**src/design/sird_pkg.sv**
```systemverilog
package sird_pkg;

  localparam int CFG_IDX_W = 2;
  localparam int CFG_DATA_W = 64;
  localparam int RADIX_W = 5;
  localparam int SYM_W = 8;
  localparam int SYM_IDX_W = 4;
  localparam int TBL_W = 128;
  localparam int RECIP_W = 32;

  localparam logic [CFG_IDX_W-1:0] REG_RADIX = 2'd0;
  localparam logic [CFG_IDX_W-1:0] REG_SYM_LOW = 2'd1;
  localparam logic [CFG_IDX_W-1:0] REG_SYM_HIGH = 2'd2;

  localparam logic [SYM_W-1:0] SYM_PLUS = 8'h2B;
  localparam logic [SYM_W-1:0] SYM_MINUS = 8'h2D;

  typedef enum logic [2:0] {
    ST_IDLE,
    ST_CHECK,
    ST_MUL,
    ST_FIX,
    ST_SIGN,
    ST_EMIT
  } state_t;

  function automatic logic [SYM_W-1:0] symbol_of(input logic [TBL_W-1:0] tbl,
                                                 input logic [SYM_IDX_W-1:0] d);
    return tbl[{d, 3'b000} +: SYM_W];
  endfunction

  // floor(2^32 / r)
  function automatic logic [RECIP_W-1:0] recip32(input logic [RADIX_W-1:0] r);
    logic [RECIP_W-1:0] m;
    case (r)
      5'd2:    m = 32'h8000_0000;
      5'd3:    m = 32'h5555_5555;
      5'd4:    m = 32'h4000_0000;
      5'd5:    m = 32'h3333_3333;
      5'd6:    m = 32'h2AAA_AAAA;
      5'd7:    m = 32'h2492_4924;
      5'd8:    m = 32'h2000_0000;
      5'd9:    m = 32'h1C71_C71C;
      5'd10:   m = 32'h1999_9999;
      5'd11:   m = 32'h1745_D174;
      5'd12:   m = 32'h1555_5555;
      5'd13:   m = 32'h13B1_3B13;
      5'd14:   m = 32'h1249_2492;
      5'd15:   m = 32'h1111_1111;
      5'd16:   m = 32'h1000_0000;
      default: m = '0;
    endcase
    return m;
  endfunction

endpackage

```
**src/design/signed_integer_to_radix_digits.sv**
```systemverilog
// The base check steps through the symbols below the radix, each digit then passes
// through a multiply and a fix state on the shared reciprocal divider, and one symbol
// leaves per cycle while the output is not stalled (after a minus sign if negative).
// A new value is taken only after the last symbol of the previous one is loaded.
// Reset: synchronous; clears the configuration to zero (an invalid base) and
// empties the output register.
module signed_integer_to_radix_digits import sird_pkg::*; #(
  parameter int MAX_BASE = 16,
  parameter int VALUE_WIDTH = 32
) (
  input  logic                          clk,
  input  logic                          rst,
  input  logic                          in_valid,
  output logic                          in_stall,
  input  logic signed [VALUE_WIDTH-1:0] value,
  output logic                          out_valid,
  input  logic                          out_stall,
  output logic [SYM_W-1:0]              symbol,
  output logic                          last,
  input  logic                          cfg_valid,
  output logic                          cfg_ready,
  input  logic [CFG_IDX_W-1:0]          cfg_index,
  input  logic [CFG_DATA_W-1:0]         cfg_data
);

  localparam int DW = $clog2(MAX_BASE);
  localparam int CW = $clog2(VALUE_WIDTH + 1);

  state_t state;
  state_t state_next;

  logic [RADIX_W-1:0]     radix;
  logic [CFG_DATA_W-1:0]  symbols_low;
  logic [CFG_DATA_W-1:0]  symbols_high;
  logic [TBL_W-1:0]       tbl;

  logic [VALUE_WIDTH-1:0] mag;
  logic [VALUE_WIDTH-1:0] value_u;
  logic                   neg;
  logic [DW-1:0]          idx;
  logic [DW-1:0]          stack [VALUE_WIDTH];
  logic [CW-1:0]          count;

  logic                   chk_bad;
  logic                   div_go;
  logic                   div_done;
  logic [VALUE_WIDTH-1:0] div_q;
  logic [DW-1:0]          div_rem;

  logic                   push;
  logic                   pop;
  logic                   slot_free;
  logic                   out_load;
  logic [SYM_W-1:0]       symbol_next;
  logic                   last_next;

  assign tbl = {symbols_high, symbols_low};
  assign value_u = $unsigned(value);
  assign in_stall = (state != ST_IDLE);
  assign cfg_ready = 1'b1;
  assign slot_free = !out_valid || !out_stall;

  sird_base_check #(
    .MAX_BASE(MAX_BASE),
    .IDX_W(DW)
  ) u_check (
    .idx(idx),
    .radix(radix),
    .tbl(tbl),
    .bad(chk_bad)
  );

  sird_divider #(
    .VALUE_WIDTH(VALUE_WIDTH),
    .DIGIT_WIDTH(DW)
  ) u_div (
    .clk(clk),
    .rst(rst),
    .go(div_go),
    .dividend(mag),
    .radix(radix),
    .done(div_done),
    .quotient(div_q),
    .remainder(div_rem)
  );

  always_ff @(posedge clk) begin
    if (rst) begin
      radix <= '0;
      symbols_low <= '0;
      symbols_high <= '0;
    end else if (cfg_valid && cfg_ready) begin
      case (cfg_index)
        REG_RADIX:    radix <= cfg_data[RADIX_W-1:0];
        REG_SYM_LOW:  symbols_low <= cfg_data;
        REG_SYM_HIGH: symbols_high <= cfg_data;
        default: ;
      endcase
    end
  end

  always_ff @(posedge clk) begin
    if (rst) begin
      state <= ST_IDLE;
    end else begin
      state <= state_next;
    end
  end

  always_comb begin
    state_next = state;
    div_go = 1'b0;
    push = 1'b0;
    pop = 1'b0;
    out_load = 1'b0;
    symbol_next = '0;
    last_next = 1'b0;
    case (state)
      ST_IDLE: begin
        if (in_valid) begin
          state_next = ST_CHECK;
        end
      end
      ST_CHECK: begin
        if (chk_bad) begin
          state_next = ST_IDLE;
        end else if (RADIX_W'(idx) + RADIX_W'(1) == radix) begin
          state_next = ST_MUL;
        end
      end
      ST_MUL: begin
        div_go = 1'b1;
        state_next = ST_FIX;
      end
      ST_FIX: begin
        push = 1'b1;
        if (div_q == '0 || count == CW'(VALUE_WIDTH - 1)) begin
          state_next = neg ? ST_SIGN : ST_EMIT;
        end else begin
          state_next = ST_MUL;
        end
      end
      ST_SIGN: begin
        if (slot_free) begin
          out_load = 1'b1;
          symbol_next = SYM_MINUS;
          state_next = ST_EMIT;
        end
      end
      ST_EMIT: begin
        if (slot_free) begin
          out_load = 1'b1;
          pop = 1'b1;
          symbol_next = symbol_of(tbl, SYM_IDX_W'(stack[0]));
          last_next = (count == CW'(1));
          if (count == CW'(1)) begin
            state_next = ST_IDLE;
          end
        end
      end
      default: state_next = ST_IDLE;
    endcase
  end

  always_ff @(posedge clk) begin
    if (state == ST_IDLE && in_valid) begin
      mag <= value_u[VALUE_WIDTH-1] ? (~value_u + VALUE_WIDTH'(1)) : value_u;
      neg <= value_u[VALUE_WIDTH-1];
      idx <= '0;
      count <= '0;
    end else begin
      if (state == ST_CHECK) begin
        idx <= idx + DW'(1);
      end
      if (push) begin
        mag <= div_q;
        count <= count + CW'(1);
      end else if (pop) begin
        count <= count - CW'(1);
      end
    end
  end

  always_ff @(posedge clk) begin
    if (push) begin
      stack[0] <= div_rem;
      for (int k = 1; k < VALUE_WIDTH; k++) begin
        stack[k] <= stack[k-1];
      end
    end else if (pop) begin
      for (int k = 0; k < VALUE_WIDTH - 1; k++) begin
        stack[k] <= stack[k+1];
      end
    end
  end

  always_ff @(posedge clk) begin
    if (rst) begin
      out_valid <= 1'b0;
    end else if (out_load) begin
      out_valid <= 1'b1;
    end else if (!out_stall) begin
      out_valid <= 1'b0;
    end
  end

  always_ff @(posedge clk) begin
    if (out_load) begin
      symbol <= symbol_next;
      last <= last_next;
    end
  end

  a_count_bound: assert property (@(posedge clk) disable iff (rst)
    (state != ST_IDLE && state != ST_CHECK) |-> count <= CW'(VALUE_WIDTH))
    else $error("digit stack overflow");

  a_fix_done: assert property (@(posedge clk) disable iff (rst)
    state == ST_FIX |-> div_done)
    else $error("divider result not ready");

  a_rem_range: assert property (@(posedge clk) disable iff (rst)
    state == ST_FIX |-> RADIX_W'(div_rem) < radix)
    else $error("remainder not below radix");

  a_last_ends: assert property (@(posedge clk) disable iff (rst)
    (state == ST_EMIT && out_load && last_next) |=> (state == ST_IDLE && out_valid && last))
    else $error("final symbol did not end the transaction");

endmodule

```
**src/design/sird_base_check.sv**
```systemverilog
module sird_base_check import sird_pkg::*; #(
  parameter int MAX_BASE = 16,
  parameter int IDX_W = 4
) (
  input  logic [IDX_W-1:0]   idx,
  input  logic [RADIX_W-1:0] radix,
  input  logic [TBL_W-1:0]   tbl,
  output logic               bad
);

  logic [SYM_W-1:0] sym;

  always_comb begin
    sym = symbol_of(tbl, SYM_IDX_W'(idx));
    bad = (radix < RADIX_W'(2)) || (radix > RADIX_W'(MAX_BASE)) ||
          (sym == '0) || (sym == SYM_PLUS) || (sym == SYM_MINUS);
    for (int j = 0; j < MAX_BASE; j++) begin
      if ((RADIX_W'(j) > RADIX_W'(idx)) && (RADIX_W'(j) < radix) &&
          (symbol_of(tbl, SYM_IDX_W'(j)) == sym)) begin
        bad = 1'b1;
      end
    end
  end

endmodule

```
**src/design/sird_divider.sv**
```systemverilog
module sird_divider import sird_pkg::*; #(
  parameter int VALUE_WIDTH = 32,
  parameter int DIGIT_WIDTH = 4
) (
  input  logic                   clk,
  input  logic                   rst,
  input  logic                   go,
  input  logic [VALUE_WIDTH-1:0] dividend,
  input  logic [RADIX_W-1:0]     radix,
  output logic                   done,
  output logic [VALUE_WIDTH-1:0] quotient,
  output logic [DIGIT_WIDTH-1:0] remainder
);

  localparam int PW = 2 * VALUE_WIDTH;

  logic [RECIP_W-1:0]     m32;
  logic [VALUE_WIDTH-1:0] m;
  logic [PW-1:0]          prod;
  logic [VALUE_WIDTH-1:0] dend;
  logic [RADIX_W-1:0]     r;
  logic [VALUE_WIDTH-1:0] q_est;
  logic [VALUE_WIDTH-1:0] back;
  logic [VALUE_WIDTH-1:0] rem0;
  logic [VALUE_WIDTH-1:0] rem1;

  assign m32 = recip32(radix);
  assign m = m32[RECIP_W-1 -: VALUE_WIDTH];

  always_ff @(posedge clk) begin
    if (rst) begin
      done <= 1'b0;
    end else begin
      done <= go;
    end
  end

  always_ff @(posedge clk) begin
    if (go) begin
      prod <= PW'(dividend) * PW'(m);
      dend <= dividend;
      r <= radix;
    end
  end

  always_comb begin
    q_est = prod[PW-1:VALUE_WIDTH];
    back = VALUE_WIDTH'(q_est * VALUE_WIDTH'(r));
    rem0 = dend - back;
    rem1 = rem0 - VALUE_WIDTH'(r);
    if (rem0 >= VALUE_WIDTH'(r)) begin
      quotient = q_est + VALUE_WIDTH'(1);
      remainder = rem1[DIGIT_WIDTH-1:0];
    end else begin
      quotient = q_est;
      remainder = rem0[DIGIT_WIDTH-1:0];
    end
  end

endmodule

```
**config.mk**
```make
export PLATFORM = sky130hd
export DESIGN_NAME = signed_integer_to_radix_digits
export DESIGN_NICKNAME = d
export VERILOG_FILES = /design/src/design/sird_pkg.sv /design/src/design/signed_integer_to_radix_digits.sv /design/src/design/sird_base_check.sv /design/src/design/sird_divider.sv
export SDC_FILE = /design/constraint.sdc
export NUM_CORES = 2
export LEC_CHECK = 0
export BUFFER_PORTS_ARGS = -buffer_cell sky130_fd_sc_hd__buf_2
export CAP_MARGIN = 20
export CORE_MARGIN = 5
export CORE_UTILIZATION = 60
export CTS_CLUSTER_SIZE = 16
export DETAILED_ROUTE_END_ITERATION = 10
export PLACE_DENSITY = 0.75
export SLEW_MARGIN = 10
export SYNTH_ARGS = -nofsm -noshare
export SYNTH_HDL_FRONTEND = slang
export SYNTH_HIERARCHICAL = 1
export SYNTH_SLANG_ARGS = --single-unit
```
**constraint.sdc**
```tcl
create_clock -name clk -period 16.6 [get_ports clk]
set_input_delay 3.32 -clock clk [delete_from_list [all_inputs] [get_ports clk]]
set_output_delay 3.32 -clock clk [all_outputs]
set_load 0.005 [all_outputs]
```
## Word level (Yosys, flattened, before mapping)

Memories as Yosys holds them, arrays and structs flattened. A register that Yosys moved wholly into a read port is not among the register bits.
Cells that the tools add are included.

- RAM bits: 128
- Word-level logic and storage cells: 257
- Memory bits (read-only): 1024
- Latch bits: 0
- Output and inout bits: 12
- Memories kept: 2
- Register bits: 290

Memory list:

| name | words | width | rd ports | clocked after memory_dff | wr ports | RTL line | source |
|---|---|---|---|---|---|---|---|
| (no name shown) | 32 | 32 | 1 | 1 | 0 | sird_pkg.sv:35 | `case (r)` |
| stack | 32 | 4 | 32 | 0 | 32 | signed_integer_to_radix_digits.sv:41 | `logic [DW-1:0] stack [VALUE_WIDTH];` |

- Order comparisons: 33
- Mux-type cells: 79
- $add $sub $neg: 8
- Bitwise logic cells: 32
- Shifts and indexed selects: 2
- Reductions and logical operators: 52
- Multipliers: 2
- Div/mod/pow operators: 0
- Eq/ne operators: 33

Operators with widths:

| kind | count |
|---|---|
| 128-bit by 8-bit variable part select with 8-bit output | 2 |
| 32-bit two-way mux | 4 |
| 4-bit two-way mux | 32 |
| 8-bit == test | 15 |
| 32-bit by 1-bit adder with 32-bit output (second input constant) | 2 |
| 32-bit by 32-bit multiplier with 64-bit output | 1 |
| 4-bit by 5-bit less-than comparator with 1-bit output (first input constant) | 8 |
| 32-bit by 5-bit >= comparator with 1-bit output | 1 |
| 4-bit > comparator (first input constant) | 8 |
| 32-bit logical NOT | 1 |
| 32-bit by 5-bit multiplier with 32-bit output | 1 |
| 32-bit NOT | 1 |
| 32-bit subtractor | 1 |
| 1-bit logical AND | 31 |
| 1-bit bitwise OR | 31 |
| 1-bit two-way mux | 28 |
| 3-bit two-way mux | 7 |
| 3-bit by 5-bit less-than comparator with 1-bit output (first input constant) | 4 |
| 6-bit two-way mux | 3 |
| 3-bit one-hot mux with 6 select lines | 1 |
| 8-bit by 6-bit == test with 1-bit output (second input constant) | 2 |
| 3-bit by 4-bit > comparator with 1-bit output (first input constant) | 4 |
| 8-bit one-hot mux with 2 select lines | 1 |
| 2-bit by 5-bit less-than comparator with 1-bit output (first input constant) | 2 |
| 33 further kinds | 50 |

## Longest topological paths before layout

- Depth in word-level cells: 22
- Depth in mapped cells: 35
- Mapped depth without buffers: 34

## Cells and area by module

Netlist, hierarchy kept.

Modules (own cells, without submodules):

| module | area an instance (um^2) | cells an instance | instances | sequential area each (um^2) |
|---|---|---|---|---|
| sird_divider | 39883.3 | 4237 | 1 | 2092.0 |
| signed_integer_to_radix_digits | 14246.2 | 1503 | 1 | 8047.7 |
| sird_base_check | 2906.5 | 338 | 1 | 0.0 |

## Least setup slack after synthesis

OpenSTA, ideal clock, no wires.

- Kind: reg2reg
- From: register radix[2] (netlist name)
- To: register u_div.prod[63] (data pin)
- Path buffers: 3
- Setup time: 0.265 ns
- Cell stages (with the launch flop): 28
- Setup slack: 7.957 ns
- Data required time: 16.335 ns
- Clock period less this slack: 8.643 ns
- Arrival: 8.378 ns
- Cells stage by stage: dfxtp_1 -> clkbuf_1 -> clkbuf_1 -> o21ai_0 -> a221oi_1 -> clkbuf_1 -> nand2_1 -> fa_1 -> inv_1 -> fa_1 -> inv_1 -> fa_1 -> fa_1 -> inv_1 -> fa_1 -> fa_1 -> fa_1 -> fa_1 -> ha_1 -> a211oi_1 -> o211ai_1 -> a221oi_1 -> o221ai_1 -> a211oi_1 -> o211ai_1 -> o311a_1 -> a311oi_1 -> xnor2_1

RTL lines:

| element | RTL line | source |
|---|---|---|
| to (signal assigned) | sird_divider.sv:40 | `prod <= PW'(dividend) * PW'(m);` |
| to (decl) | sird_divider.sv:19 | `logic [PW-1:0] prod;` |

==> impl_metrics.ini <==
[run_status]
status = finished, final reports clean

[timing]
skew_ns = 0.0213
min_period_ns = 10.44
hold_viol = 0
slew_headroom_pct = 16.1
tightest_slew_ns = 1.23
rsz0062_at_grt = no
clock.fmax_mhz = 95.8
finalCritPeriodShare_pct = 62.9
setup_slack_ns = 6.16
finalMaxSlewViolations = 0
finalSetupViolCount = 0
finalSetupTns_ns = 0
holdWs_ns = 0.461

[worst_hold_path]
hold_path_class = register to register

[cells_and_area]
layout.cells.non_filler = 7300
drive_gt1_share_pct = 6.70
nFillCells = 7752
syn_to_final_growth_pct = 5.49
fin_nets = 7417

[die]
initial_core_util_pct = 60.3
io_pins = 115
fp-row-count = 113
die_y_um = 318
die_x_um = 318
core_region_area_sq_um = 94600
die_area_sq_um = 101000

[global_routing]
grtUsageMet1_pct = 45.6
grtUsageTotal_pct = 34.9
globalRouteOverflowTotal = 0
grt_pass1_vias = 46000
grt_max_degree = 80
met3_usage_pct = 11.5
use_met2_pct = 54.5
grt-busiest-layer = met2
antenna_found_initial = 13
grt_pass1_wl_um = 273000

[logic_synthesis]
netlist_area_sq_um = 57000
synth.avg_cell_area_sq_um = 9.38
yosysWarnings = 6
synthCells = 6076
synth_nets = 7496

[power]
powerDensity_nw_per_um2 = 56.2
peakVddDrop_mv = 0.0753
leakagePower_nw = 28.0

[setup_path]
cp_slowest_cell = dfxtp_1
worstSetupPathType = register to register
cp.required_ns = 16.94
cp_max_fo = 33
worstPathArrival_ns = 10.78
cpPeakStageDelay_ns = 0.70
crit_path_end_kind = register
startpoint_type = register
cp_common_cell = fa_1
rrSetupSlack_ns = 6.16

[clock_network]
cts.sinks = 386
cts-root-buf = clkbuf_16
cts_hold_buf = 0
clock_path_buffers = 3
cts_buffers = 44
clock_latency_ns = 0.60
path_clk_slew_ns = 0.06
post_cts_buffers = 0
cts_max_level = 2
cts.repair.resized = 0
cts_tree = done

[placed_design]
pre_cts_slack_ns = 6.35
placement.io_buffers = 113
gp_congestion = 1.06
place_inst = 7215
dp_hpwl_um = 136000

[route]
vias = 44000
remaining_drc_errors = 0
wl_um = 176000
postRouteAntennaNets = 0
viasPerCell = 6.03
drt_iter0_drc = 4870
drt_pre_antenna_iters = 8
post_drt_wl_per_cell_um = 24.1

[flow_run]
cap_violations = 0
==> routing by layer <==
metal  share of wire [%]  wire length [um]  vias up
met5               0.030                53        -
met4                 5.2              9230        8
met1                  37             65500    21800
met2                  45             78800     2623
li1                    -                 -    19000
met3                  13             22400      599
==> power breakdown <==
part | switching, W | internal (W) | total, W
registers | 0.0000368 | 0.00105 | 0.00109
logic | 0.000825 | 0.000453 | 0.00128
clock network | 0.000431 | 0.000579 | 0.00101
==> registers in the layout, summed over array words and instances (netlist names) <==
name,cells
idx,4
u_div/r,5
neg,1
u_div/prod,32
u_div/dend,32
out_valid,1
radix,5
symbols_high,64
stack,128
symbol,8
last,1
count,6
state,3
mag,32
symbols_low,64
==> through the flow <==
step	total power [W]	instance area [sq um]	utilization, %
6_report	0.00338	60100	63.6
2_1_floorplan	0.00193	57000	-
5_1_grt	0.00353	60100	63.6
4_1_cts	0.00335	60100	63.6
3_5_place_dp	0.00234	58600	62.0
3_3_place_gp	0.00232	58600	62.0
==> cells in the final DEF, fill, tap and decap left out, types with 13 or more instances in the layout <==
master and instances:
o21ai_0 109, fa_1 1007, nand2_1 1179, mux4_2 46, nand2b_1 22, inv_1 1040, buf_4 87, o41ai_1 24
ha_1 310, and2_1 424, xor2_1 123, and3_1 13, nor2b_1 25, a21o_1 24, nor3_1 44, o211ai_1 20
mux2i_1 30, xnor2_1 100, clkbuf_16 45, buf_2 112, nor2_1 115, o31ai_1 13, a31oi_1 15, edfxtp_1 239
clkinv_1 14, nand3_1 48, o21a_1 21, or3_1 13, a21oi_1 225, a211oi_1 27, nor4_1 25, nand4_1 60
dfxtp_1 145
==> layout make-up <==
cell class | instances | area, sq um | share of cell area (%)
diodes | 4 | 10.0 | 0.0166
clock buffers | 52 | 1180 | 1.97
clock inverters | 28 | 298 | 0.495
inverters | 1045 | 3920 | 6.52
multi-input cells | 4320 | 41800 | 69.5
flip-flops and latches | 386 | 10100 | 16.8
well taps | 1265 | 1580 | 2.63
repair buffers | 200 | 1220 | 2.04
==> worst max-delay path, delay by kind of cell (launching register included) <==
| kind | cells | cell delay (ns) |
|---|---|---|
| AOI/OAI and AO/OA | 10 | 2.91 |
| adders and majority gates | 10 | 4.72 |
| buffers and inverters | 3 | 1.01 |
| and+or+nand+nor | 4 | 0.72 |
| DFF | 1 | 0.70 |
| xor gates and xnor gates | 1 | 0.11 |
==> worst paths after layout <==
check / startpoint / depth (start not counted) / end
worst max-delay path: radix[1] / 28 / u_div/prod[63]
worst min-delay path: stack[30][0] / 0 / stack[31][0]
worst max register to register: radix[1] / 28 / u_div/prod[63]
worst min register to register: stack[30][0] / 0 / stack[31][0]
Note: power is estimated with default switching activity, not from simulation.
